==> config.mk <==
export PLATFORM = sky130hd
export DESIGN_NAME = sha256_byte_stream_hasher_flat
export DESIGN_NICKNAME = d
export VERILOG_FILES = /design/src/hw/rtl/sha_pkg.sv /design/src/hw/rtl/sha_if.sv /design/src/hw/rtl/sha_front.sv /design/src/hw/rtl/sha_fifo.sv /design/src/hw/rtl/sha_core.sv /design/src/hw/rtl/sha256_byte_stream_hasher.sv /design/src/flat_wrapper.sv
export SDC_FILE = /design/constraint.sdc
export NUM_CORES = 2
export LEC_CHECK = 0
export ABC_AREA = 1
export BUFFER_PORTS_ARGS = -buffer_cell sky130_fd_sc_hd__buf_2
export CORE_MARGIN = 8
export CORE_UTILIZATION = 50
export CTS_BUF_LIST = sky130_fd_sc_hd__clkbuf_2 sky130_fd_sc_hd__clkbuf_4 sky130_fd_sc_hd__clkbuf_8
export DETAILED_ROUTE_END_ITERATION = 10
export MAX_ROUTING_LAYER = met4
export PLACE_DENSITY = 0.67
export SLEW_MARGIN = 10
export SYNTH_ARGS = -nofsm -noshare
export SYNTH_HDL_FRONTEND = slang
export SYNTH_SLANG_ARGS = --single-unit
==> constraint.sdc <==
create_clock -name clk_i -period 22 [get_ports clk_i]
set_input_delay 4.4 -clock clk_i [delete_from_list [all_inputs] [get_ports clk_i]]
set_output_delay 4.4 -clock clk_i [all_outputs]
set_load 0.02 [all_outputs]
==> src/hw/rtl/sha_pkg.sv <==
// Shared types, constants and round functions of the SHA-256 byte hasher
`default_nettype none
package sha_pkg;

  localparam int unsigned QUEUE_DEPTH = 4;

  typedef struct packed {
    logic       byte_present;
    logic       message_end;
    logic [7:0] byte_value;
  } cmd_t;

  typedef struct packed {
    logic full;
    logic empty;
  } fifo_st_t;

  localparam logic [31:0] H_INIT [8] = '{
    32'h6a09e667, 32'hbb67ae85, 32'h3c6ef372, 32'ha54ff53a,
    32'h510e527f, 32'h9b05688c, 32'h1f83d9ab, 32'h5be0cd19
  };

  localparam logic [31:0] ROUND_K [64] = '{
    32'h428a2f98, 32'h71374491, 32'hb5c0fbcf, 32'he9b5dba5,
    32'h3956c25b, 32'h59f111f1, 32'h923f82a4, 32'hab1c5ed5,
    32'hd807aa98, 32'h12835b01, 32'h243185be, 32'h550c7dc3,
    32'h72be5d74, 32'h80deb1fe, 32'h9bdc06a7, 32'hc19bf174,
    32'he49b69c1, 32'hefbe4786, 32'h0fc19dc6, 32'h240ca1cc,
    32'h2de92c6f, 32'h4a7484aa, 32'h5cb0a9dc, 32'h76f988da,
    32'h983e5152, 32'ha831c66d, 32'hb00327c8, 32'hbf597fc7,
    32'hc6e00bf3, 32'hd5a79147, 32'h06ca6351, 32'h14292967,
    32'h27b70a85, 32'h2e1b2138, 32'h4d2c6dfc, 32'h53380d13,
    32'h650a7354, 32'h766a0abb, 32'h81c2c92e, 32'h92722c85,
    32'ha2bfe8a1, 32'ha81a664b, 32'hc24b8b70, 32'hc76c51a3,
    32'hd192e819, 32'hd6990624, 32'hf40e3585, 32'h106aa070,
    32'h19a4c116, 32'h1e376c08, 32'h2748774c, 32'h34b0bcb5,
    32'h391c0cb3, 32'h4ed8aa4a, 32'h5b9cca4f, 32'h682e6ff3,
    32'h748f82ee, 32'h78a5636f, 32'h84c87814, 32'h8cc70208,
    32'h90befffa, 32'ha4506ceb, 32'hbef9a3f7, 32'hc67178f2
  };

  function automatic logic [31:0] big_sig0(logic [31:0] x);
    return {x[1:0], x[31:2]} ^ {x[12:0], x[31:13]} ^ {x[21:0], x[31:22]};
  endfunction

  function automatic logic [31:0] big_sig1(logic [31:0] x);
    return {x[5:0], x[31:6]} ^ {x[10:0], x[31:11]} ^ {x[24:0], x[31:25]};
  endfunction

  function automatic logic [31:0] small_sig0(logic [31:0] x);
    return {x[6:0], x[31:7]} ^ {x[17:0], x[31:18]} ^ {3'b000, x[31:3]};
  endfunction

  function automatic logic [31:0] small_sig1(logic [31:0] x);
    return {x[16:0], x[31:17]} ^ {x[18:0], x[31:19]} ^ {10'd0, x[31:10]};
  endfunction

endpackage
`default_nettype wire

==> src/hw/rtl/sha_if.sv <==
// Valid/ready channel interfaces for message bytes and digest words
`default_nettype none
interface sha_in_if;
  logic       valid;
  logic       ready;
  logic [7:0] byte_value;
  logic       byte_present;
  logic       message_end;

  modport source (output valid, output byte_value, output byte_present,
                  output message_end, input ready);
  modport sink   (input valid, input byte_value, input byte_present,
                  input message_end, output ready);
endinterface

interface sha_out_if;
  logic        valid;
  logic        ready;
  logic [31:0] digest_word;
  logic [2:0]  word_index;
  logic        last_word;

  modport source (output valid, output digest_word, output word_index,
                  output last_word, input ready);
  modport sink   (input valid, input digest_word, input word_index,
                  input last_word, output ready);
endinterface
`default_nettype wire

==> src/hw/rtl/sha_front.sv <==
// Input stage: takes beats, drops idle items, hands commands to the queue
`default_nettype none
module sha_front (
  input  wire                 clk_i,
  input  wire                 rst_ni,
  sha_in_if.sink              in_i,
  input  wire sha_pkg::fifo_st_t fifo_st_i,
  output sha_pkg::cmd_t       cmd_o,
  output logic                push_o
);

  logic          stg_valid_q, stg_valid_d;
  sha_pkg::cmd_t stg_q;
  logic          acc;

  assign in_i.ready = !stg_valid_q || !fifo_st_i.full;
  assign acc        = in_i.valid && in_i.ready;
  assign push_o     = stg_valid_q && !fifo_st_i.full;
  assign cmd_o      = stg_q;

  always_comb begin
    stg_valid_d = stg_valid_q;
    if (in_i.ready) begin
      stg_valid_d = acc && (in_i.byte_present || in_i.message_end);
    end
  end

  always_ff @(posedge clk_i or negedge rst_ni) begin
    if (!rst_ni) begin
      stg_valid_q <= 1'b0;
    end else begin
      stg_valid_q <= stg_valid_d;
    end
  end

  always_ff @(posedge clk_i) begin
    if (acc) begin
      stg_q <= '{byte_present: in_i.byte_present,
                 message_end:  in_i.message_end,
                 byte_value:   in_i.byte_value};
    end
  end

endmodule
`default_nettype wire

==> src/hw/rtl/sha_fifo.sv <==
// Command queue between the input stage and the compression engine
`default_nettype none
module sha_fifo #(
  parameter int unsigned Depth = sha_pkg::QUEUE_DEPTH
) (
  input  wire                 clk_i,
  input  wire                 rst_ni,
  input  wire                 push_i,
  input  wire sha_pkg::cmd_t  cmd_i,
  input  wire                 pop_i,
  output sha_pkg::cmd_t       cmd_o,
  output sha_pkg::fifo_st_t   st_o
);

  localparam int unsigned AW = (Depth > 1) ? $clog2(Depth) : 1;
  localparam int unsigned CW = $clog2(Depth + 1);

  sha_pkg::cmd_t   mem_q [Depth];
  logic [AW-1:0]   wr_q, rd_q;
  logic [CW-1:0]   cnt_q;

  function automatic logic [AW-1:0] nxt(logic [AW-1:0] p);
    return (p == AW'(Depth - 1)) ? '0 : p + 1'b1;
  endfunction

  assign st_o.full  = (cnt_q == CW'(Depth));
  assign st_o.empty = (cnt_q == '0);
  assign cmd_o      = mem_q[rd_q];

  always_ff @(posedge clk_i or negedge rst_ni) begin
    if (!rst_ni) begin
      wr_q  <= '0;
      rd_q  <= '0;
      cnt_q <= '0;
    end else begin
      if (push_i) begin
        wr_q <= nxt(wr_q);
      end
      if (pop_i) begin
        rd_q <= nxt(rd_q);
      end
      if (push_i && !pop_i) begin
        cnt_q <= cnt_q + 1'b1;
      end else if (pop_i && !push_i) begin
        cnt_q <= cnt_q - 1'b1;
      end
    end
  end

  always_ff @(posedge clk_i) begin
    if (push_i) begin
      mem_q[wr_q] <= cmd_i;
    end
  end

endmodule
`default_nettype wire

==> src/hw/rtl/sha_core.sv <==
// Block assembly, padding, 64-round compression and digest read-out
`default_nettype none
module sha_core (
  input  wire                 clk_i,
  input  wire                 rst_ni,
  input  wire sha_pkg::cmd_t  cmd_i,
  input  wire sha_pkg::fifo_st_t fifo_st_i,
  output logic                pop_o,
  sha_out_if.source           out_o
);

  typedef enum logic [2:0] {
    S_LOAD, S_PAD80, S_PADZ, S_LEN, S_ROUND, S_FINAL, S_OUT
  } state_e;

  state_e        state_q, state_d, ret_q, ret_d;
  logic [5:0]    fill_q, fill_d, rnd_q, rnd_d;
  logic [2:0]    idx_q, idx_d;
  logic [60:0]   msg_q, msg_d;
  logic [31:0]   h_q [8];
  logic [31:0]   h_d [8];
  logic [31:0]   v_q [8];
  logic [31:0]   v_d [8];
  logic [511:0]  buf_q, buf_d;
  logic [63:0]   len_q, len_d;
  logic [31:0]   w0, w16, t1, t2;

  assign w0  = buf_q[511:480];
  assign w16 = w0 + sha_pkg::small_sig0(buf_q[479:448]) + buf_q[223:192]
             + sha_pkg::small_sig1(buf_q[63:32]);
  assign t1  = v_q[7] + sha_pkg::big_sig1(v_q[4])
             + ((v_q[4] & v_q[5]) ^ (~v_q[4] & v_q[6]))
             + sha_pkg::ROUND_K[rnd_q] + w0;
  assign t2  = sha_pkg::big_sig0(v_q[0])
             + ((v_q[0] & v_q[1]) ^ (v_q[0] & v_q[2]) ^ (v_q[1] & v_q[2]));

  assign out_o.valid       = (state_q == S_OUT);
  assign out_o.digest_word = h_q[idx_q];
  assign out_o.word_index  = idx_q;
  assign out_o.last_word   = (idx_q == 3'd7);

  always_comb begin
    state_d = state_q;
    ret_d   = ret_q;
    fill_d  = fill_q;
    rnd_d   = rnd_q;
    idx_d   = idx_q;
    msg_d   = msg_q;
    h_d     = h_q;
    v_d     = v_q;
    buf_d   = buf_q;
    len_d   = len_q;
    pop_o   = 1'b0;

    unique case (state_q)
      S_LOAD: begin
        if (!fifo_st_i.empty) begin
          pop_o = 1'b1;
          if (cmd_i.byte_present) begin
            buf_d  = {buf_q[503:0], cmd_i.byte_value};
            fill_d = fill_q + 6'd1;
            msg_d  = msg_q + 61'd1;
          end
          len_d = {msg_d, 3'b000};
          if (cmd_i.byte_present && fill_q == 6'd63) begin
            state_d = S_ROUND;
            ret_d   = cmd_i.message_end ? S_PAD80 : S_LOAD;
            v_d     = h_q;
            rnd_d   = '0;
          end else if (cmd_i.message_end) begin
            state_d = S_PAD80;
          end
        end
      end
      S_PAD80: begin
        buf_d  = {buf_q[503:0], 8'h80};
        fill_d = fill_q + 6'd1;
        if (fill_q == 6'd63) begin
          state_d = S_ROUND;
          ret_d   = S_PADZ;
          v_d     = h_q;
          rnd_d   = '0;
        end else begin
          state_d = S_PADZ;
        end
      end
      S_PADZ: begin
        if (fill_q == 6'd56) begin
          state_d = S_LEN;
        end else begin
          buf_d  = {buf_q[503:0], 8'h00};
          fill_d = fill_q + 6'd1;
          if (fill_q == 6'd63) begin
            state_d = S_ROUND;
            ret_d   = S_PADZ;
            v_d     = h_q;
            rnd_d   = '0;
          end
        end
      end
      S_LEN: begin
        buf_d  = {buf_q[503:0], len_q[63:56]};
        len_d  = {len_q[55:0], 8'h00};
        fill_d = fill_q + 6'd1;
        if (fill_q == 6'd63) begin
          state_d = S_ROUND;
          ret_d   = S_OUT;
          v_d     = h_q;
          rnd_d   = '0;
        end
      end
      S_ROUND: begin
        v_d[7] = v_q[6];
        v_d[6] = v_q[5];
        v_d[5] = v_q[4];
        v_d[4] = v_q[3] + t1;
        v_d[3] = v_q[2];
        v_d[2] = v_q[1];
        v_d[1] = v_q[0];
        v_d[0] = t1 + t2;
        buf_d  = {buf_q[479:0], w16};
        rnd_d  = rnd_q + 6'd1;
        if (rnd_q == 6'd63) begin
          state_d = S_FINAL;
        end
      end
      S_FINAL: begin
        for (int i = 0; i < 8; i++) begin
          h_d[i] = h_q[i] + v_q[i];
        end
        state_d = ret_q;
      end
      S_OUT: begin
        if (out_o.ready) begin
          idx_d = idx_q + 3'd1;
          if (idx_q == 3'd7) begin
            h_d     = sha_pkg::H_INIT;
            msg_d   = '0;
            fill_d  = '0;
            state_d = S_LOAD;
          end
        end
      end
      default: begin
        state_d = S_LOAD;
      end
    endcase
  end

  always_ff @(posedge clk_i or negedge rst_ni) begin
    if (!rst_ni) begin
      state_q <= S_LOAD;
      ret_q   <= S_LOAD;
      fill_q  <= '0;
      rnd_q   <= '0;
      idx_q   <= '0;
      msg_q   <= '0;
      h_q     <= sha_pkg::H_INIT;
    end else begin
      state_q <= state_d;
      ret_q   <= ret_d;
      fill_q  <= fill_d;
      rnd_q   <= rnd_d;
      idx_q   <= idx_d;
      msg_q   <= msg_d;
      h_q     <= h_d;
    end
  end

  always_ff @(posedge clk_i) begin
    v_q   <= v_d;
    buf_q <= buf_d;
    len_q <= len_d;
  end

endmodule
`default_nettype wire

==> src/hw/rtl/sha256_byte_stream_hasher.sv <==
// SHA-256 byte stream hasher: top level
// Bytes pass an input stage and a command queue; the engine takes one byte a cycle
// while it loads. A full 64-byte block is loaded, then passes 64 rounds and one add
// in the single shared round unit; no byte is taken until these are done.
// Message end adds padding (at most one byte a cycle, up to 72) and one or two blocks,
// then eight digest beats. Reset loads the initial hash values and empties the queue.
`default_nettype none
module sha256_byte_stream_hasher #(
  parameter int unsigned QueueDepth = sha_pkg::QUEUE_DEPTH
) (
  input  wire        clk_i,
  input  wire        rst_ni,
  sha_in_if.sink     in_i,
  sha_out_if.source  out_o
);

  sha_pkg::cmd_t     push_cmd, pop_cmd;
  sha_pkg::fifo_st_t fifo_st;
  logic              push, pop;

  sha_front u_front (
    .clk_i     (clk_i),
    .rst_ni    (rst_ni),
    .in_i      (in_i),
    .fifo_st_i (fifo_st),
    .cmd_o     (push_cmd),
    .push_o    (push)
  );

  sha_fifo #(
    .Depth (QueueDepth)
  ) u_fifo (
    .clk_i  (clk_i),
    .rst_ni (rst_ni),
    .push_i (push),
    .cmd_i  (push_cmd),
    .pop_i  (pop),
    .cmd_o  (pop_cmd),
    .st_o   (fifo_st)
  );

  sha_core u_core (
    .clk_i     (clk_i),
    .rst_ni    (rst_ni),
    .cmd_i     (pop_cmd),
    .fifo_st_i (fifo_st),
    .pop_o     (pop),
    .out_o     (out_o)
  );

  a_queue_sane: assert property (@(posedge clk_i) disable iff (!rst_ni)
    !(fifo_st.full && fifo_st.empty) && !(pop && fifo_st.empty))
    else $error("queue status inconsistent");

  a_word_step: assert property (@(posedge clk_i) disable iff (!rst_ni)
    (out_o.valid && out_o.ready && !out_o.last_word) |=>
      (out_o.valid && out_o.word_index == $past(out_o.word_index) + 3'd1))
    else $error("digest words not consecutive");

  a_digest_done: assert property (@(posedge clk_i) disable iff (!rst_ni)
    (out_o.valid && out_o.ready && out_o.last_word) |=> !out_o.valid)
    else $error("digest beats after last word");

endmodule
`default_nettype wire
==> src/flat_wrapper.sv <==
// flat-port wrapper written by rule: the top's interface ports become plain ports
module sha256_byte_stream_hasher_flat 
#(
  parameter int unsigned QueueDepth = sha_pkg::QUEUE_DEPTH
)
  (clk_i, rst_ni, in_i_valid, in_i_byte_value, in_i_byte_present, in_i_message_end, in_i_ready, out_o_valid, out_o_digest_word, out_o_word_index, out_o_last_word, out_o_ready);
  sha_in_if in_i_i ();
  sha_out_if out_o_i ();
  input  wire clk_i;
  input  wire rst_ni;
  input wire logic [$bits(in_i_i.valid)-1:0] in_i_valid;
  input wire logic [$bits(in_i_i.byte_value)-1:0] in_i_byte_value;
  input wire logic [$bits(in_i_i.byte_present)-1:0] in_i_byte_present;
  input wire logic [$bits(in_i_i.message_end)-1:0] in_i_message_end;
  output wire logic [$bits(in_i_i.ready)-1:0] in_i_ready;
  output wire logic [$bits(out_o_i.valid)-1:0] out_o_valid;
  output wire logic [$bits(out_o_i.digest_word)-1:0] out_o_digest_word;
  output wire logic [$bits(out_o_i.word_index)-1:0] out_o_word_index;
  output wire logic [$bits(out_o_i.last_word)-1:0] out_o_last_word;
  input wire logic [$bits(out_o_i.ready)-1:0] out_o_ready;
  assign in_i_i.valid = in_i_valid;
  assign in_i_i.byte_value = in_i_byte_value;
  assign in_i_i.byte_present = in_i_byte_present;
  assign in_i_i.message_end = in_i_message_end;
  assign in_i_ready = in_i_i.ready;
  assign out_o_valid = out_o_i.valid;
  assign out_o_digest_word = out_o_i.digest_word;
  assign out_o_word_index = out_o_i.word_index;
  assign out_o_last_word = out_o_i.last_word;
  assign out_o_i.ready = out_o_ready;
  sha256_byte_stream_hasher #(.QueueDepth(QueueDepth)) u_core (.clk_i(clk_i), .rst_ni(rst_ni), .in_i(in_i_i), .out_o(out_o_i));
endmodule
# Yosys cells after proc, flatten, opt, wreduce, memory -nomap -nowiden
# Memory sizes are Yosys's and may differ from the RTL's.
# Cells that the tools add are included.
[word_totals]
register_bits = 1188
ramBits = 40
romBits = 2048
inputBits = 14
word_cells = 194
memories = 2
[mem_list]
columns = ["memory", "words", "word_bits", "rd", "rd_clocked_by_memory_dff", "write_ports", "line", "text"]
rows = [
  ["(name not given)", 64, 32, 1, 0, 0, "sha_core.sv:33", "+ sha_pkg::ROUND_K[rnd_q] + w0;"],
  ["u_core.u_fifo.mem_q", 4, 10, 1, 0, 1, "sha_fifo.sv:18", "sha_pkg::cmd_t mem_q [Depth];"],
]
[classes]
addsub = 26
magnitude_cmp = 2
eq_ne = 22
muxes = 60
bitwise_logic = 19
reduce_logical = 32
[op_table]
columns = ["cell", "n"]
rows = [
  ["512-bit case mux with 5 select lines", 1],
  ["256-bit two-way mux", 6],
  ["512-bit two-way mux", 3],
  ["256-bit case mux with 4 select lines", 1],
  ["32-bit adder", 18],
  ["256-bit case mux with 2 select lines", 1],
  ["32-bit XOR", 9],
  ["61-bit two-way mux", 4],
  ["32-bit AND", 5],
  ["32-bit two-way mux", 4],
  ["64-bit case mux with 2 select lines", 1],
  ["61-bit case mux with 2 select lines", 1],
  ["32-bit binary-select mux with 3-bit select", 1],
  ["64-bit two-way mux", 1],
  ["61-bit by 1-bit adder with 61-bit output, second input constant", 1],
  ["6-bit two-way mux", 9],
  ["3-bit two-way mux", 16],
  ["6-bit case mux with 4 select lines", 2],
  ["32-bit NOT", 1],
  ["32-bit by 22-bit XOR with 32-bit output", 1],
  ["32-bit by 29-bit XOR with 32-bit output", 1],
  ["3-bit case mux with 7 select lines", 1],
  ["6-bit equality test, second input constant", 3],
  ["3-bit equality test, second input constant", 5],
  ["30 further kinds", 65],
]

# Longest topological paths before layout
[logic_depth]
word_depth = 8
mapped_depth = 40

# Hierarchy
# Synthesis repeated with hierarchy kept, for this count alone.
[hier_totals]
hier_cells = 11040
hier_area_um2 = 86989.7
[modules_own_cells]
columns = ["mod", "instances", "cells_per_inst", "area_each_um2", "seq_area_each_um2"]
rows = [
  ["sha_core", 1, 10854, 84591.1, 33522.2],
  ["sha_fifo", 1, 169, 2044.5, 1376.3],
  ["sha_front", 1, 17, 354.1, 325.3],
]

# Worst setup path before layout
# OpenSTA, ideal clock, no wires.
[synth_path]
path_kind = "reg-to-reg"
startpoint = "reg u_core.u_core.state_q[0]"
endpoint = "reg u_core.u_core.buf_q[0], enable pin"
t_arrival_ns = 22.144
t_required_ns = 20.603
slack_ns = -1.541
path_stages_with_launch = 7
period_less_slack_ns = 23.541
path_cell_list = "dfrtp_1 > nor2_1 > inv_2 > nor2_2 > nand3_1 > o21ai_0 > nor2_1"
[synth_via]
elab_chain_cells = 3
word_cells_on_any_way = 10
cone_classes = "7 x eq/ne; 3 x reduce/logical"
[synth_rtl]
columns = ["element", "line", "text"]
rows = [
  ["start, declared", "sha_core.sv:16", "state_e state_q, state_d, ret_q, ret_d;"],
  ["start signal, assigned", "sha_core.sv:160", "state_q <= state_d;"],
  ["3-bit equality test, or another cell as far along", "sha_core.sv:55", "unique case (state_q)"],
  ["5-bit nonzero test (no line) / 2-bit != test (equally long branches)", "n/a", ""],
  ["4-bit AND reduction (no line) (*)", "n/a", ""],
  ["end signal, assigned", "sha_core.sv:172", "buf_q <= buf_d;"],
  ["end, declared", "sha_core.sv:24", "logic [511:0] buf_q, buf_d;"],
]
# Every way passes the cells marked *; elsewhere a longest branch is shown, timed or not.
# A chain may end at the register's enable or synchronous reset.

# Worst setup path in the final report
[layout_path]
startpoint = "reg u_core.u_core.idx_q[0], in the netlist u_core.u_core.out_o.word_index[0]"
endpoint = "out out_o_digest_word[26]"
[layout_via]
elab_chain_cells = 4
[layout_rtl]
columns = ["element", "line", "text"]
rows = [
  ["start, declared", "sha_core.sv:18", "logic [2:0] idx_q, idx_d;"],
  ["start signal, assigned", "sha_core.sv:164", "idx_q <= idx_d;"],
  ["3-bit NOT with 4-bit output (not written as such)", "sha_core.sv:38", "assign out_o.digest_word = h_q[idx_q];"],
  ["32-bit binary-select mux with 3-bit select", "sha_core.sv:38", ""],
  ["32-bit two-way mux (not written as such) (2 in a row)", "sha_core.sv:38", ""],
  ["end, declared", "flat_wrapper.sv:17", "output wire logic [$bits(out_o_i.digest_word)-1:0] out_o_digest_word;"],
]
# Every way passes these cells. The select of a mux whose other input is x is not followed.

==> reports/summary.txt <==
status: finished, final reports clean
reg2reg setup slack: 13,610 ps
fmax: 113 MHz
pre-CTS setup slack: 13,810 ps
final number of setup-violating endpoints: 0
#FFs+latches synth: 1,225
count leader, synth: nand2_1
syn_nets: 11,200
Total Nets Final: 11,100
first-pass GRT wire length: 477 mm
I/O Buffers: 51
largest area contributor in the netlist: edfxtp_1
Die ar.: 184,000 um2
Final Cycle Share: 40.4%
CP Capture Type: output port
DRT iter0 DRCs: 9,303
Mapped Area: 85,400 um2
CTS Hold Bufs: 0
Ys Warns: 0
minimum clock period: 8890 ps
floorplan row count: 151
r2r endpoint: u_core.u_core.v_q[247]
max-slew violation count: 0
final setup skew: 117 ps
Reg clk slew, reported paths: 60 ps
share of layout cells above drive strength 1: 6.42%
post-synthesis cell count: 10,600
Starting Density: 50.4%
# DRC: 0
top cells by area, synth: edfxtp_1 (31%), nand2_1 (10%), o21ai_0 (8.4%), inv_1 (6.6%), dfrtp_1 (6.2%)
WP data required: 17,600 ps
critical path peak fanout: 64
CTS root buffer: clkbuf_8
GRT Total Usage: 35.1%
initial antenna violation count: 8
Pre-antenna DRT Iters: 6
IO Count: 52
vias in the first global route: 72,800
crit path cell chain: buf_4, nand2_1, a221oi_1, a31oi_1, buf_2
actual slew at the worst max-slew pin: 1280 ps
max_cap viols: 0
pin count of the biggest net entering global routing: 247
area grow syn2layout: 7.80%
Max stage delay on crit path: 1080 ps
setup TNS: 0 ps
die span in x: 429 um
Worst Path Arrival: 4490 ps
Synth top area share: 30.9%
final WL: 327 mm
hpwl dp: 249 mm
Main synth FF type: edfxtp_1
EDFF count, synth: 879
cells on worst reg2reg path: 31
final hold vios: 0
CTS tree: done
post-cts sizing count: 0
synth unique cells: 65
Setup crit start kind: flip-flop
Detail Route Antenna Nets: 0
critical path class: reg2out
final worst slack: 13,110 ps
r2r startpoint: u_core.u_core.rnd_q[3]
slowest CP cell: a221oi_1
Worst Path Buf+Inv: 2
CP startpoint: u_core.u_core.out_o.word_index[0]
die span in y: 429 um
post-synthesis sequential area ratio: 41.2%
Worst setup endpoint: out_o_digest_word[26]
CTS buffer count: 212
synth cell count leaders: nand2_1 (2,364), inv_1 (1,504), o21ai_0 (1,439), edfxtp_1 (879), a21oi_1 (745)
Placeable Area: 169,000 um2
Congestion Overflow GR: 0
Layout Cells excl Fill: 12,900
H-tree depth: 4
Post-CTS Setup Repair Bufs: 0
Via-to-Cell Ratio: 5.94
FFs w/ async S/R, synth: 28.2%
syn avg cell area: 8.04 um2
critical path depth: 5
Clock Latency Late Sink: 1050 ps
Vias: 76,700
relative slew slack: 13.4%
Placed Cells incl. Taps: 12,500
maximum clock path buffer count: 3
Placer Congestion: 1.08
CP top delay family: compound AO/OA/AOI/OAI gates
hold_ws: 479 ps
RSZ-0062 raised after global routing: no
min-delay worst type: reg2reg
wire length per cell: 25.3 um
CTS Sinks: 1,225
==> per-stage QoR <==
stage | util, % | area (um2)
after CTS | 54.3 | 92100
after floorplan | - | 85400
after detailed placement | 51.5 | 87300
after global routing | 54.3 | 92100
final | 54.3 | 92100
after global placement | 51.5 | 87300
==> sequential cells by signal (all words and copies together) (netlist names) <==
register                        cells
u_core.u_core.buf_q               512
u_core.u_core.h_q                 256
u_core.u_core.v_q                 256
u_core.u_core.len_q                61
u_core.u_core.msg_q                61
u_core.u_fifo.mem_q                40
u_core.u_front.cmd_o               10
u_core.u_core.fill_q                6
u_core.u_core.rnd_q                 6
u_core.u_core.out_o.word_index      3
u_core.u_core.ret_q                 3
u_core.u_core.state_q               3
u_core.u_fifo.cnt_q                 3
u_core.u_fifo.rd_q                  2
u_core.u_fifo.wr_q                  2
u_core.u_front.stg_valid_q          1
==> final cells by class <==
cell class / instances / area (um2)
Multi-Input combinational cell: 7441 / 42800
Clock buffer: 308 / 3830
Tap cell: 2218 / 2780
Fill cell: 16200 / 77400
Inverter: 1513 / 5690
Sequential cell: 1225 / 35200
Antenna cell: 9 / 22.5
Clock inverter: 87 / 962
Timing Repair Buffer: 119 / 826
==> layer usage <==
| metal | part of all wire [%] | up-vias | track usage, % |
|---|---|---|---|
| met5 | 0 | - | - |
| met4 | 5.8 | 0 | 16.7 |
| met3 | 9.0 | 712 | 6.69 |
| met2 | 44 | 3674 | 52.4 |
| met1 | 41 | 36900 | 46.3 |
| li1 | - | 35400 | - |
==> worst min path at each step <==
stage | start | endpoint | depth (start not counted)
finish | u_core.u_core.ret_q[1] | u_core.u_core.state_q[1] | 1
global route | u_core.u_core.ret_q[1] | u_core.u_core.state_q[1] | 1
CTS | u_core.u_core.ret_q[1] | u_core.u_core.ret_q[1] | 2
detailed placement | u_core.u_core.ret_q[1] | u_core.u_core.ret_q[1] | 2
global placement | u_core.u_core.ret_q[0] | u_core.u_core.ret_q[0] | 2
floorplan | u_core.u_core.ret_q[1] | u_core.u_core.ret_q[1] | 2
==> placed cells by master, fill, tap and decap left out, types with 67 or more instances in the layout <==
cell	count
a21oi_1	745
a31oi_1	75
clkbuf_4	67
clkbuf_8	242
dfrtp_1	207
dfstp_2	136
edfxtp_1	879
fa_1	198
ha_1	406
inv_1	1500
nand2_1	2363
nand3_1	309
nand4_1	89
nor2_1	629
nor3_1	129
o21ai_0	1439
o21bai_1	80
o22ai_1	174
xnor2_1	159
xor2_1	271
==> cell families after synthesis <==
family | Yosys count | synth area share, %
compound gates | 2796 | 17.9
xor+xnor | 430 | 4.41
fa+ha+maj | 605 | 10.6
buf+inv | 1965 | 8.75
flops | 1225 | 41.2
mux | 3 | 0.0381
simple gates | 3607 | 17.1
Power is left out: the tool's default activity adds up to more than one toggle a clock period on the data nets, which glitch-free logic cannot reach.
